===== config.mk =====
export PLATFORM = sky130hd
export DESIGN_NAME = tga_truecolor_pixel_decoder_core
export DESIGN_NICKNAME = d
export VERILOG_FILES = /design/src/rtl/core/tgapd_pkg.sv /design/src/rtl/core/tgapd_front.sv /design/src/rtl/core/tgapd_queue.sv /design/src/rtl/core/tgapd_back.sv /design/src/rtl/core/tga_truecolor_pixel_decoder_core.sv
export SDC_FILE = /design/constraint.sdc
export NUM_CORES = 1
export LEC_CHECK = 0
export BUFFER_PORTS_ARGS = -buffer_cell sky130_fd_sc_hd__clkbuf_2
export CAP_MARGIN = 20
export CELL_PAD_IN_SITES_DETAIL_PLACEMENT = 1
export CELL_PAD_IN_SITES_GLOBAL_PLACEMENT = 2
export CORE_MARGIN = 2
export CORE_UTILIZATION = 45
export DETAILED_ROUTE_END_ITERATION = 7
export PLACE_DENSITY_LB_ADDON = 0.3
export RECOVER_POWER = 25
export SLEW_MARGIN = 20
export SYNTH_ARGS = -nofsm -noshare
export SYNTH_HDL_FRONTEND = slang
export SYNTH_HIERARCHICAL = 1
export SYNTH_SLANG_ARGS = --single-unit

===== constraint.sdc =====
create_clock -name i_clk -period 10.61 [get_ports i_clk]
set_input_delay 2.122 -clock i_clk [delete_from_list [all_inputs] [get_ports i_clk]]
set_output_delay 2.122 -clock i_clk [all_outputs]
set_load 0.01 [all_outputs]

===== src/rtl/core/tgapd_pkg.sv =====
// Package for the TGA true-colour pixel decoder.
// Holds the parse phases, result status codes, depth codes and the job type
// passed from the front parser to the back formatter. No dependencies.
package tgapd_pkg;

    typedef enum logic [2:0] {
        PH_IDLE,
        PH_HEADER,
        PH_IDSKIP,
        PH_PIXELS,
        PH_DONE
    } t_phase;

    typedef enum logic [1:0] {
        ST_PIXEL     = 2'd0,
        ST_BAD_MAP   = 2'd1,
        ST_BAD_TYPE  = 2'd2,
        ST_BAD_DEPTH = 2'd3
    } t_status;

    typedef enum logic [1:0] {
        DEPTH_15,
        DEPTH_16,
        DEPTH_24,
        DEPTH_32
    } t_depth;

    localparam logic [7:0] BPP_15        = 8'd15;
    localparam logic [7:0] BPP_16        = 8'd16;
    localparam logic [7:0] BPP_24        = 8'd24;
    localparam logic [7:0] BPP_32        = 8'd32;
    localparam logic [7:0] IMG_TRUECOLOR = 8'd2;
    localparam logic [7:0] ALPHA_OPAQUE  = 8'hFF;
    localparam logic [7:0] ALPHA_CLEAR   = 8'h00;

    typedef struct packed {
        t_status     status;
        t_depth      depth;
        logic [31:0] raw;
        logic [15:0] row;
        logic [15:0] col;
        logic        last;
    } t_job;

endpackage


===== src/rtl/core/tgapd_front.sv =====
// Front parser of the TGA decoder: header, ID skip and pixel byte assembly.
// Emits one job per finished pixel or header error into the job queue.
// Depends on tgapd_pkg.
module tgapd_front (
    input  logic            i_clk,
    input  logic            i_rst_n,
    input  logic            i_valid,
    input  logic [7:0]      i_data_byte,
    input  logic            i_file_start,
    input  logic            i_full,
    output logic            o_stall,
    output logic            o_push,
    output tgapd_pkg::t_job o_job
);
    import tgapd_pkg::*;

    localparam logic [4:0] HDR_ID_LEN   = 5'd0;
    localparam logic [4:0] HDR_MAP_TYPE = 5'd1;
    localparam logic [4:0] HDR_IMG_TYPE = 5'd2;
    localparam logic [4:0] HDR_WIDTH_LO = 5'd12;
    localparam logic [4:0] HDR_WIDTH_HI = 5'd13;
    localparam logic [4:0] HDR_HGT_LO   = 5'd14;
    localparam logic [4:0] HDR_HGT_HI   = 5'd15;
    localparam logic [4:0] HDR_DEPTH    = 5'd16;
    localparam logic [4:0] HDR_DESCR    = 5'd17;

    t_phase      r_phase, n_phase, e_phase;
    logic [4:0]  r_idx, n_idx, e_idx;
    logic [7:0]  r_id, n_id, e_id;
    logic [7:0]  r_map, n_map, e_map;
    logic [7:0]  r_kind, n_kind, e_kind;
    logic [15:0] r_width, n_width, e_width;
    logic [15:0] r_height, n_height, e_height;
    logic [7:0]  r_bpp, n_bpp, e_bpp;
    logic [23:0] r_pix, n_pix, e_pix;
    logic [1:0]  r_bip, n_bip, e_bip;
    logic [15:0] r_row, n_row, e_row;
    logic [15:0] r_col, n_col, e_col;

    logic        accept;
    logic        empty_img;
    logic        depth_ok;
    t_status     hdr_status;
    t_depth      depth;
    logic [1:0]  last_byte;
    logic        pix_done;
    logic        is_last;
    logic        row_end;
    logic [16:0] row_inc;
    logic [16:0] col_inc;

    assign accept  = i_valid && !i_full;
    assign o_stall = i_full;

    assign e_phase  = i_file_start ? PH_HEADER : r_phase;
    assign e_idx    = i_file_start ? '0 : r_idx;
    assign e_id     = i_file_start ? '0 : r_id;
    assign e_map    = i_file_start ? '0 : r_map;
    assign e_kind   = i_file_start ? '0 : r_kind;
    assign e_width  = i_file_start ? '0 : r_width;
    assign e_height = i_file_start ? '0 : r_height;
    assign e_bpp    = i_file_start ? '0 : r_bpp;
    assign e_pix    = i_file_start ? '0 : r_pix;
    assign e_bip    = i_file_start ? '0 : r_bip;
    assign e_row    = i_file_start ? '0 : r_row;
    assign e_col    = i_file_start ? '0 : r_col;

    assign empty_img = (e_width == '0) || (e_height == '0);
    assign depth_ok  = (e_bpp == BPP_15) || (e_bpp == BPP_16) ||
                       (e_bpp == BPP_24) || (e_bpp == BPP_32);

    always_comb begin
        if (e_map != '0) begin
            hdr_status = ST_BAD_MAP;
        end else if (e_kind != IMG_TRUECOLOR) begin
            hdr_status = ST_BAD_TYPE;
        end else if (!depth_ok) begin
            hdr_status = ST_BAD_DEPTH;
        end else begin
            hdr_status = ST_PIXEL;
        end
    end

    always_comb begin
        if (e_bpp == BPP_15) begin
            depth     = DEPTH_15;
            last_byte = 2'd1;
        end else if (e_bpp == BPP_16) begin
            depth     = DEPTH_16;
            last_byte = 2'd1;
        end else if (e_bpp == BPP_24) begin
            depth     = DEPTH_24;
            last_byte = 2'd2;
        end else begin
            depth     = DEPTH_32;
            last_byte = 2'd3;
        end
    end

    assign pix_done = (e_bip >= last_byte);
    assign row_inc  = {1'b0, e_row} + 17'd1;
    assign col_inc  = {1'b0, e_col} + 17'd1;
    assign is_last  = (row_inc == {1'b0, e_height}) && (col_inc == {1'b0, e_width});
    assign row_end  = (col_inc >= {1'b0, e_width});

    // next phase
    always_comb begin
        n_phase = e_phase;
        unique case (e_phase)
            PH_IDLE: begin
                n_phase = PH_IDLE;
            end
            PH_HEADER: begin
                if (e_idx == HDR_DESCR) begin
                    if (hdr_status != ST_PIXEL) begin
                        n_phase = PH_DONE;
                    end else if (e_id != '0) begin
                        n_phase = PH_IDSKIP;
                    end else begin
                        n_phase = empty_img ? PH_DONE : PH_PIXELS;
                    end
                end
            end
            PH_IDSKIP: begin
                if (e_id == 8'd1) begin
                    n_phase = empty_img ? PH_DONE : PH_PIXELS;
                end
            end
            PH_PIXELS: begin
                if (pix_done && is_last) begin
                    n_phase = PH_DONE;
                end
            end
            PH_DONE: begin
                n_phase = PH_DONE;
            end
            default: begin
                n_phase = PH_IDLE;
            end
        endcase
    end

    // datapath and job outputs
    always_comb begin
        n_idx    = e_idx;
        n_id     = e_id;
        n_map    = e_map;
        n_kind   = e_kind;
        n_width  = e_width;
        n_height = e_height;
        n_bpp    = e_bpp;
        n_pix    = e_pix;
        n_bip    = e_bip;
        n_row    = e_row;
        n_col    = e_col;
        o_push   = 1'b0;
        o_job    = '0;
        unique case (e_phase)
            PH_HEADER: begin
                case (e_idx)
                    HDR_ID_LEN:   n_id = i_data_byte;
                    HDR_MAP_TYPE: n_map = i_data_byte;
                    HDR_IMG_TYPE: n_kind = i_data_byte;
                    HDR_WIDTH_LO: n_width = {e_width[15:8], i_data_byte};
                    HDR_WIDTH_HI: n_width = {i_data_byte, e_width[7:0]};
                    HDR_HGT_LO:   n_height = {e_height[15:8], i_data_byte};
                    HDR_HGT_HI:   n_height = {i_data_byte, e_height[7:0]};
                    HDR_DEPTH:    n_bpp = i_data_byte;
                    default:      n_idx = e_idx;
                endcase
                if (e_idx < HDR_DESCR) begin
                    n_idx = e_idx + 5'd1;
                end else if (hdr_status != ST_PIXEL) begin
                    o_push       = accept;
                    o_job.status = hdr_status;
                end
            end
            PH_IDSKIP: begin
                n_id = e_id - 8'd1;
            end
            PH_PIXELS: begin
                if (!pix_done) begin
                    case (e_bip)
                        2'd0:    n_pix[7:0]   = i_data_byte;
                        2'd1:    n_pix[15:8]  = i_data_byte;
                        default: n_pix[23:16] = i_data_byte;
                    endcase
                    n_bip = e_bip + 2'd1;
                end else begin
                    o_push       = accept;
                    o_job.status = ST_PIXEL;
                    o_job.depth  = depth;
                    o_job.row    = e_row;
                    o_job.col    = e_col;
                    o_job.last   = is_last;
                    case (last_byte)
                        2'd1:    o_job.raw = {16'h0000, i_data_byte, e_pix[7:0]};
                        2'd2:    o_job.raw = {8'h00, i_data_byte, e_pix[15:0]};
                        default: o_job.raw = {i_data_byte, e_pix};
                    endcase
                    n_pix = '0;
                    n_bip = '0;
                    if (!is_last) begin
                        if (row_end) begin
                            n_col = '0;
                            n_row = e_row + 16'd1;
                        end else begin
                            n_col = e_col + 16'd1;
                        end
                    end
                end
            end
            default: begin
                n_idx = e_idx;
            end
        endcase
    end

    always_ff @(posedge i_clk) begin
        if (!i_rst_n) begin
            r_phase  <= PH_IDLE;
            r_idx    <= '0;
            r_id     <= '0;
            r_map    <= '0;
            r_kind   <= '0;
            r_width  <= '0;
            r_height <= '0;
            r_bpp    <= '0;
            r_pix    <= '0;
            r_bip    <= '0;
            r_row    <= '0;
            r_col    <= '0;
        end else if (accept) begin
            r_phase  <= n_phase;
            r_idx    <= n_idx;
            r_id     <= n_id;
            r_map    <= n_map;
            r_kind   <= n_kind;
            r_width  <= n_width;
            r_height <= n_height;
            r_bpp    <= n_bpp;
            r_pix    <= n_pix;
            r_bip    <= n_bip;
            r_row    <= n_row;
            r_col    <= n_col;
        end
    end

endmodule


===== src/rtl/core/tgapd_queue.sv =====
// Two-entry job queue between the front parser and the back formatter.
// Push and pop may occur in the same cycle. Depends on tgapd_pkg.
module tgapd_queue (
    input  logic            i_clk,
    input  logic            i_rst_n,
    input  logic            i_push,
    input  tgapd_pkg::t_job i_job,
    input  logic            i_pop,
    output logic            o_full,
    output logic            o_empty,
    output tgapd_pkg::t_job o_job
);
    import tgapd_pkg::*;

    t_job       r_slot [2];
    logic       r_wr_ptr, n_wr_ptr;
    logic       r_rd_ptr, n_rd_ptr;
    logic [1:0] r_count, n_count;

    assign o_full  = (r_count == 2'd2);
    assign o_empty = (r_count == 2'd0);
    assign o_job   = r_slot[r_rd_ptr];

    always_comb begin
        n_wr_ptr = i_push ? ~r_wr_ptr : r_wr_ptr;
        n_rd_ptr = i_pop ? ~r_rd_ptr : r_rd_ptr;
        n_count  = r_count + {1'b0, i_push} - {1'b0, i_pop};
    end

    always_ff @(posedge i_clk) begin
        if (i_push) begin
            r_slot[r_wr_ptr] <= i_job;
        end
    end

    always_ff @(posedge i_clk) begin
        if (!i_rst_n) begin
            r_wr_ptr <= 1'b0;
            r_rd_ptr <= 1'b0;
            r_count  <= '0;
        end else begin
            r_wr_ptr <= n_wr_ptr;
            r_rd_ptr <= n_rd_ptr;
            r_count  <= n_count;
        end
    end

endmodule


===== src/rtl/core/tgapd_back.sv =====
// Back formatter of the TGA decoder: splits a queued job into RGBA channels
// and holds the result in the output register. Depends on tgapd_pkg.
module tgapd_back (
    input  logic            i_clk,
    input  logic            i_rst_n,
    input  logic            i_empty,
    input  tgapd_pkg::t_job i_job,
    input  logic            i_stall,
    output logic            o_pop,
    output logic            o_valid,
    output logic [7:0]      o_red,
    output logic [7:0]      o_green,
    output logic [7:0]      o_blue,
    output logic [7:0]      o_alpha,
    output logic [15:0]     o_pixel_row,
    output logic [15:0]     o_pixel_column,
    output logic            o_last_pixel,
    output logic [1:0]      o_status
);
    import tgapd_pkg::*;

    logic        r_valid, n_valid;
    logic [7:0]  r_red, r_green, r_blue, r_alpha;
    logic [15:0] r_row, r_col;
    logic        r_last;
    t_status     r_status;
    logic [7:0]  n_red, n_green, n_blue, n_alpha;

    assign o_pop   = !i_empty && (!r_valid || !i_stall);
    assign n_valid = o_pop || (r_valid && i_stall);

    always_comb begin
        n_red   = '0;
        n_green = '0;
        n_blue  = '0;
        n_alpha = '0;
        if (i_job.status == ST_PIXEL) begin
            unique case (i_job.depth) inside
                DEPTH_15, DEPTH_16: begin
                    n_red   = {3'b000, i_job.raw[14:10]};
                    n_green = {3'b000, i_job.raw[9:5]};
                    n_blue  = {3'b000, i_job.raw[4:0]};
                    if (i_job.depth == DEPTH_15 || i_job.raw[15]) begin
                        n_alpha = ALPHA_OPAQUE;
                    end else begin
                        n_alpha = ALPHA_CLEAR;
                    end
                end
                DEPTH_24: begin
                    n_blue  = i_job.raw[7:0];
                    n_green = i_job.raw[15:8];
                    n_red   = i_job.raw[23:16];
                    n_alpha = ALPHA_OPAQUE;
                end
                default: begin
                    n_blue  = i_job.raw[7:0];
                    n_green = i_job.raw[15:8];
                    n_red   = i_job.raw[23:16];
                    n_alpha = i_job.raw[31:24];
                end
            endcase
        end
    end

    always_ff @(posedge i_clk) begin
        if (o_pop) begin
            r_red    <= n_red;
            r_green  <= n_green;
            r_blue   <= n_blue;
            r_alpha  <= n_alpha;
            r_row    <= i_job.row;
            r_col    <= i_job.col;
            r_last   <= i_job.last;
            r_status <= i_job.status;
        end
    end

    always_ff @(posedge i_clk) begin
        if (!i_rst_n) begin
            r_valid <= 1'b0;
        end else begin
            r_valid <= n_valid;
        end
    end

    assign o_valid        = r_valid;
    assign o_red          = r_red;
    assign o_green        = r_green;
    assign o_blue         = r_blue;
    assign o_alpha        = r_alpha;
    assign o_pixel_row    = r_row;
    assign o_pixel_column = r_col;
    assign o_last_pixel   = r_last;
    assign o_status       = r_status;

endmodule


===== src/rtl/core/tga_truecolor_pixel_decoder_core.sv =====
// Top level of the TGA true-colour pixel decoder.
// Joins tgapd_front, tgapd_queue and tgapd_back. Depends on tgapd_pkg.
//
// Input channel: one file byte per item on i_data_byte, with i_file_start
// high on header byte 0 of each file. An item is taken at a clock edge with
// i_valid high and o_stall low.
// Output channel: one result per pixel (status 0) with R, G, B, A, row,
// column and last-pixel flag, or a single error result (status 1 to 3)
// after header byte 17. Taken at an edge with o_valid high and i_stall low.
// Throughput: one byte per cycle while o_stall is low. The byte that completes
// a result sends its job first into the job queue and then into the output
// register.
// o_stall rises only when the two-entry job queue is full, which happens when
// the receiver holds i_stall with two results waiting behind the output
// register; the held result keeps its value until taken.
// Reset clears the parser to idle, empties the queue and drops o_valid; bytes
// are ignored until one arrives with i_file_start set.
module tga_truecolor_pixel_decoder_core (
    input  logic        i_clk,
    input  logic        i_rst_n,
    input  logic        i_valid,
    output logic        o_stall,
    input  logic [7:0]  i_data_byte,
    input  logic        i_file_start,
    output logic        o_valid,
    input  logic        i_stall,
    output logic [7:0]  o_red,
    output logic [7:0]  o_green,
    output logic [7:0]  o_blue,
    output logic [7:0]  o_alpha,
    output logic [15:0] o_pixel_row,
    output logic [15:0] o_pixel_column,
    output logic        o_last_pixel,
    output logic [1:0]  o_status
);
    import tgapd_pkg::*;

    logic push;
    logic pop;
    logic full;
    logic empty;
    t_job front_job;
    t_job head_job;

    tgapd_front u_front (
        .i_clk        (i_clk),
        .i_rst_n      (i_rst_n),
        .i_valid      (i_valid),
        .i_data_byte  (i_data_byte),
        .i_file_start (i_file_start),
        .i_full       (full),
        .o_stall      (o_stall),
        .o_push       (push),
        .o_job        (front_job)
    );

    tgapd_queue u_queue (
        .i_clk   (i_clk),
        .i_rst_n (i_rst_n),
        .i_push  (push),
        .i_job   (front_job),
        .i_pop   (pop),
        .o_full  (full),
        .o_empty (empty),
        .o_job   (head_job)
    );

    tgapd_back u_back (
        .i_clk          (i_clk),
        .i_rst_n        (i_rst_n),
        .i_empty        (empty),
        .i_job          (head_job),
        .i_stall        (i_stall),
        .o_pop          (pop),
        .o_valid        (o_valid),
        .o_red          (o_red),
        .o_green        (o_green),
        .o_blue         (o_blue),
        .o_alpha        (o_alpha),
        .o_pixel_row    (o_pixel_row),
        .o_pixel_column (o_pixel_column),
        .o_last_pixel   (o_last_pixel),
        .o_status       (o_status)
    );

endmodule


==> Word level (Yosys, flattened, before mapping) <==
Memory sizes are Yosys's and may differ from the RTL's. A register that Yosys moved wholly into a read port is not among the register bits.
Index checks and enable logic that the tools add are counted.
{ "op_classes": {"addsub": 9, "n_lt_le_gt_ge": 3, "n_eq_ne": 26, "mux": 73, "bitwise": 3, "reduce_logical": 29} }
{ "ops": {"columns": ["operator", "n"], "rows": [
  ["16-bit two-way mux", 14],
  ["67-bit two-way mux", 2],
  ["8-bit two-way mux", 15],
  ["24-bit two-way mux", 3],
  ["16-bit case mux with 2 select lines", 2],
  ["32-bit case mux with 2 select lines", 1],
  ["16-bit by 1-bit adder with 17-bit output (second input constant)", 2],
  ["17-bit by 16-bit equality test with 1-bit output", 2],
  ["16-bit by 1-bit adder with 16-bit output (second input constant)", 2],
  ["16-bit logical NOT", 2],
  ["8-bit case mux with 2 select lines", 2],
  ["5-bit two-way mux", 5],
  ["2-bit two-way mux", 11],
  ["3-bit two-way mux", 7],
  ["5-bit by 4-bit equality test with 1-bit output (second input constant)", 4],
  ["17-bit by 16-bit >= comparator with 1-bit output", 1],
  ["8-bit by 5-bit equality test with 1-bit output (second input constant)", 2],
  ["8-bit nonzero test", 2],
  ["3-bit case mux with 4 select lines", 1],
  ["5-bit equality test (second input constant)", 2],
  ["8-bit by 1-bit equality test with 1-bit output (second input constant)", 1],
  ["8-bit by 4-bit equality test with 1-bit output (second input constant)", 1],
  ["8-bit by 6-bit equality test with 1-bit output (second input constant)", 1],
  ["2-bit logical NOT", 4],
  ["26 further kinds", 54]
]} }
{ "word_totals": {"ff_bits": 202, "mem_bits_rw": 138, "input_bits": 13, "word_cells": 171, "mem_count": 1} }
{ "mem_list": {"columns": ["name", "words", "word_bits", "rd", "rd_ports_with_merged_regs", "wr", "line", "source"], "rows": [
  ["u_queue.r_slot", 2, 69, 1, 1, 1, "tgapd_queue.sv:15", "t_job r_slot [2];"]
]} }

==> Depth between registers and ports, before layout <==
{ "depth": {"word_depth": 14, "depth_mapped": 24} }

==> Modules after synthesis <==
The synthesis kept the hierarchy.
{ "by_module_without_submodules": {"columns": ["module", "n_inst", "cells_each", "area_each_um2", "seq_area_each_um2"], "rows": [
  ["tgapd_front", 1, 1081, 8380.5, 2602.5],
  ["tgapd_queue", 1, 236, 5246.3, 4244.1],
  ["tgapd_back", 1, 132, 2449.8, 2031.9]
]} }

==> Worst setup path before layout <==
No wires, ideal clock.
{ "synth_path": {"kind": "input to register", "start": "in i_file_start", "end": "mem u_queue/r_slot[0][0] (netlist bit), enable pin", "setup_ns": 0.506, "arrival_ns": 7.371, "setup_slack_ns": 2.733, "stages": 13, "n_path_buf": 4, "cell_sequence": "buf_6 inv_1 clkbuf_1 clkbuf_1 clkbuf_1 nand2_1 ha_1 nand2b_1 a21o_1 and2_1 nor2_1 nor2_1 nor2b_1"} }
{ "synth_via": {"elab_chain_cells": 14, "word_cells_on_any_way": 32, "classes_between": "order compare (2); eq/ne (7); mux (18); reduce/logical (5)"} }
{ "synth_rtl": {"columns": ["element", "line", "source"], "rows": [
  ["start: declaration", "tga_truecolor_pixel_decoder_core.sv:24", "input logic i_file_start,"],
  ["8-bit two-way mux", "tgapd_front.sv:62", "assign e_bpp = i_file_start ? '0 : r_bpp;"],
  ["8-bit by 4-bit equality test with 1-bit output or 8-bit by 5-bit equality test with 1-bit output (tied branches)", "tgapd_front.sv:69, tgapd_front.sv:85, tgapd_front.sv:88", null],
  ["1-bit logical OR (2 in a row)", "tgapd_front.sv:69", "assign depth_ok = (e_bpp == BPP_15) || (e_bpp == BPP_16) ||"],
  ["1-bit logical OR", "tgapd_front.sv:70", "(e_bpp == BPP_24) || (e_bpp == BPP_32);"],
  ["2-bit two-way mux", "tgapd_front.sv:77", "end else if (!depth_ok) begin"],
  ["2-bit two-way mux", "tgapd_front.sv:75", "end else if (e_kind != IMG_TRUECOLOR) begin"],
  ["2-bit two-way mux", "tgapd_front.sv:73", "if (e_map != '0) begin"],
  ["2-bit nonzero test", "tgapd_front.sv:173", "end else if (hdr_status != ST_PIXEL) begin"],
  ["1-bit two-way mux", "tgapd_front.sv:173", null],
  ["1-bit two-way mux", "tgapd_front.sv:171", "if (e_idx < HDR_DESCR) begin"],
  ["1-bit case mux with 2 select lines *", "tgapd_front.sv:158", "unique case (e_phase)"],
  ["net push", "tga_truecolor_pixel_decoder_core.sv:38", "logic push;"],
  ["1-bit two-way mux *", "tgapd_queue.sv:31", "if (i_push) begin"],
  ["1-bit two-way mux (not written as such) *", "tgapd_queue.sv:32", "r_slot[r_wr_ptr] <= i_job;"],
  ["end: declaration", "tgapd_queue.sv:15", null]
]} }
Mark *: on every way through the listed nets, which the timed path passes. The rest lies on a longest branch.

==> Worst setup path after layout <==
{ "layout_path": {"start": "in i_file_start", "end": "reg u_front.r_col[0]"} }
{ "layout_via": {"elab_chain_cells": 8, "word_cells_on_any_way": 26, "classes_between": "add/sub (3); order compare (2); eq/ne (6); mux (14); reduce/logical (1)"} }
{ "layout_rtl": {"columns": ["element", "line", "source"], "rows": [
  ["parallel branches: the longest is 7 deep, another holds 16-bit by 1-bit adder with 17-bit output", null, null],
  ["16-bit two-way mux *", "tgapd_front.sv:158", null],
  ["end signal: assignment", "tgapd_front.sv:245", "r_col <= n_col;"],
  ["end: declaration", "tgapd_front.sv:38", "logic [15:0] r_col, n_col, e_col;"]
]} }
Mark *: on every way between the ends.
A chain may end at the register's enable or synchronous reset.

==> out/qor.csv <==
metric,value,unit
synth unique cells,89,
relative slew slack,-156.6,%
Post-CTS Repair Setup Buffers,0,
Startpoint Class,primary input,
"Power, Total",2783,uW
Syn. warnings,6,
failing checks,"capacitance limit, slew limit",
sequential fraction of the synthesis area,55.23,%
total negative slack,0,ns
CTS Root Cell,clkbuf_16,
Syn Inst Count,1449,
crit path buf inv count,2,
RSZ-0062 raised after global routing,false,
Async SR Flop Fraction,0,%
most common library cells after synthesis,"edfxtp_1 (205), nor2_1 (148), dfxtp_1 (136), nand2_1 (120), and3_1 (64)",
CP Launch Point,i_file_start,
status,finished with violations,
worst slew pin tran,3.848,ns
Layout Cells excl Fill,1978,
Cell Rows,69,
top post-synthesis cells by area,"edfxtp_1 (38%), dfxtp_1 (17%), mux2_2 (4.3%), nor2_1 (3.5%), nand2_1 (2.8%)",
CTS Buf Count,38,
final hold violation count,0,
Area Growth Syn to Fin,11.42,%
Max Cap Violations,4,
# port buffers,81,
clock sinks,341,
io pins,82,
Crit. End Element,flop,
Main synth FF type,edfxtp_1,
Die Area,0.03725,mm^2
FMAX,0.1497,GHz
initial antenna violation count,0,
cell chain of the critical path,buf_2 -> buf_4 -> nor2b_1 -> ha_1 -> and3_1 -> nand3_1 -> nor3_1 -> nand4_1 -> xor2_1 -> nor2_1 -> ha_1 -> o21a_1 -> o21a_1 -> and3b_1 -> a211oi_1 -> nand2_1 -> nor3_2 -> mux2_2,
CP Class,in -> reg,
Critical Path End,u_front/r_col[0]$_SDFFE_PN0P_,
post-synth net total,1494,
clock buffer depth,3,
TritonRoute pass-1 iters,5,
vias in the first global route,11800,
Routed WL,42.89,mm
first-pass GRT wire length,68.04,mm
Initial Util,45.42,%
slowest CP cell,nor3_2,
Total GRT Usage,23.52,%
cell family with most CP delay,simple AND/OR/NAND/NOR gates,
"setup slack, reg-to-reg",5.63,ns
drt via density,5.875,
"count leader, synth",edfxtp_1,
Filler Cell Count,3806,
"slowest stage delay, CP",0.69,ns
Antenna Cells,0,
vias,11620,
DRC viols,0,
placed insts,1908,
GRT Residual Overflow,0,
CTS resizes,0,
Power per Cell Area,155.4,mW/mm^2
Reg-to-Reg Start,u_front/r_col[2]$_SDFFE_PN0P_,
"Arr. time, crit path",7.17,ns
Required @ worst endpoint,11.10,ns
R2R cell count,14,
Synth top area share,38.29,%
Avg Inst Size Synth,11.10,um^2
layout cells sized above 1,15.69,%
Critical Path Stages,18,
RR Endpoint,u_front/r_col[0]$_SDFFE_PN0P_,
GPL Wtd Cong,0.8390,
TritonCTS clock tree,yes,
First DRT Iteration DRCs,765,
Final Instance Area,0.01791,mm^2
clk_skew,0.01328,ns
clock network latency to the later pin of the worst-skew pair,0.55,ns
hold crit path type,reg -> reg,
clk slew on worst S/H paths,0.06,ns
die width,193.0,um
H-tree depth,2,
Mapped Area,0.01608,mm^2
Post-DRT Antenna Nets,0,
Area after DPL,0.01671,mm^2
worst hold stages,2,
Leakage,0.006140,uW
hold_buf cts,0,
Synth Register Bits,341,
largest net degree at the start of global routing,70,
CORE AREA,0.03540,mm^2
Final Critical Period,6.678,ns
final period utilization,62.94,%
dominant cell type by area after synthesis,edfxtp_1,
# nets final,1533,
Post-synth EDFFs,205,
routed len/inst,21.68,um
Final HPWL DP,27.93,mm
die height,193.0,um
Max Slew Vio Count,179,
Layout Utilization,50.61,%
final setup fails,0,
Max VDD drop,0.1501,mV
"Max FO, Critical Path",61,
power by group:
| part | internal [uW] | switching [uW] |
|---|---|---|
| Combinational | 17.4 | 65.3 |
| Sequential | 1390 | 3.36 |
| Clock | 780 | 526 |
per-stage QoR:
| stage | hold WS (ns) | setup WS, ns |
|---|---|---|
| floorplan | 0.4322 | 2.733 |
| global placement | 0.4427 | 3.611 |
| detailed placement | 0.4517 | 3.490 |
| CTS | 0.4595 | 4.046 |
| global route | 0.4782 | 3.585 |
| finish | 0.4576 | 3.932 |
how the worst min path moves through the flow:
stage               slack, ns                           start                        endpoint
floorplan                0.43  u_front/r_pix[16]$_SDFFE_PN0P_  u_front/r_pix[16]$_SDFFE_PN0P_
global placement         0.44  u_front/r_pix[18]$_SDFFE_PN0P_  u_front/r_pix[18]$_SDFFE_PN0P_
detailed placement       0.45  u_front/r_pix[16]$_SDFFE_PN0P_  u_front/r_pix[16]$_SDFFE_PN0P_
CTS                      0.46  u_front/r_pix[16]$_SDFFE_PN0P_  u_front/r_pix[16]$_SDFFE_PN0P_
global route             0.48  u_front/r_pix[16]$_SDFFE_PN0P_  u_front/r_pix[16]$_SDFFE_PN0P_
finish                   0.46  u_front/r_pix[20]$_SDFFE_PN0P_  u_front/r_pix[20]$_SDFFE_PN0P_
per-layer routing:
layer	GRT usage, %	routed length (um)	up-vias
met5	0	0	-
met2	37.63	19930	243
met1	33.61	20470	5853
li1	-	-	5480
met4	5.507	657	0
met3	3.801	1831	44
registers in the layout, summed over array words and instances (netlist names), 2 cells and up, named ones only:
name,cells
u_back/o_pixel_column,16
u_back/o_red,8
u_queue/r_slot,138
u_back/o_alpha,8
u_front/r_bip,2
u_front/r_idx,5
u_front/r_pix,24
u_front/r_phase,3
u_front/r_width,16
u_front/r_bpp,8
u_back/o_green,8
u_front/r_id,8
u_queue/r_count,2
u_front/r_col,16
u_front/r_height,16
u_front/r_map,8
u_back/o_pixel_row,16
u_back/o_blue,8
u_back/o_status,2
u_front/r_kind,8
u_front/r_row,16
cells in the final DEF, fill, tap and decap left out, types with 19 or more instances in the layout:
cell         n
a32oi_1     30
nor2_1     148
nand2_1    120
mux2_2      57
ha_1        32
o21ai_0     34
a21oi_1     53
clkbuf_2    64
xnor2_1     27
dfxtp_1    136
clkbuf_16   41
mux2i_1     19
nor3_1      32
a22oi_1     47
and3_1      64
clkbuf_1    31
edfxtp_1   205
nand3_1     35
nand4_1     21
cell type report:
cell class              instances  area (um^2)  area share (%)
inverters                      20        75.07          0.4191
clock buffers                  57         1120           6.251
multi-input cells             987         6626           36.99
repair buffers                100        516.7           2.885
flip-flops and latches        341         8879           49.56
well taps                     461        576.8           3.220
clock inverters                12        120.1          0.6705
logic make-up (layout without fill, tap and decap cells):
| group | Yosys count | in the layout | share of synthesized area, % |
|---|---|---|---|
| compound gates | 275 | 275 | 12.29 |
| xor+xnor | 40 | 40 | 2.311 |
| fa+ha+maj | 32 | 32 | 2.490 |
| buf+inv | 121 | 189 | 3.705 |
| flops | 341 | 341 | 55.23 |
| mux | 91 | 91 | 6.460 |
| simple gates | 549 | 549 | 17.52 |
worst min-delay path: stages (launching register included):
cell,delay (ns)
dfxtp_1,0.31
nand2_1,0.05
a21oi_1,0.05
Note: power is estimated with default switching activity, not from simulation.
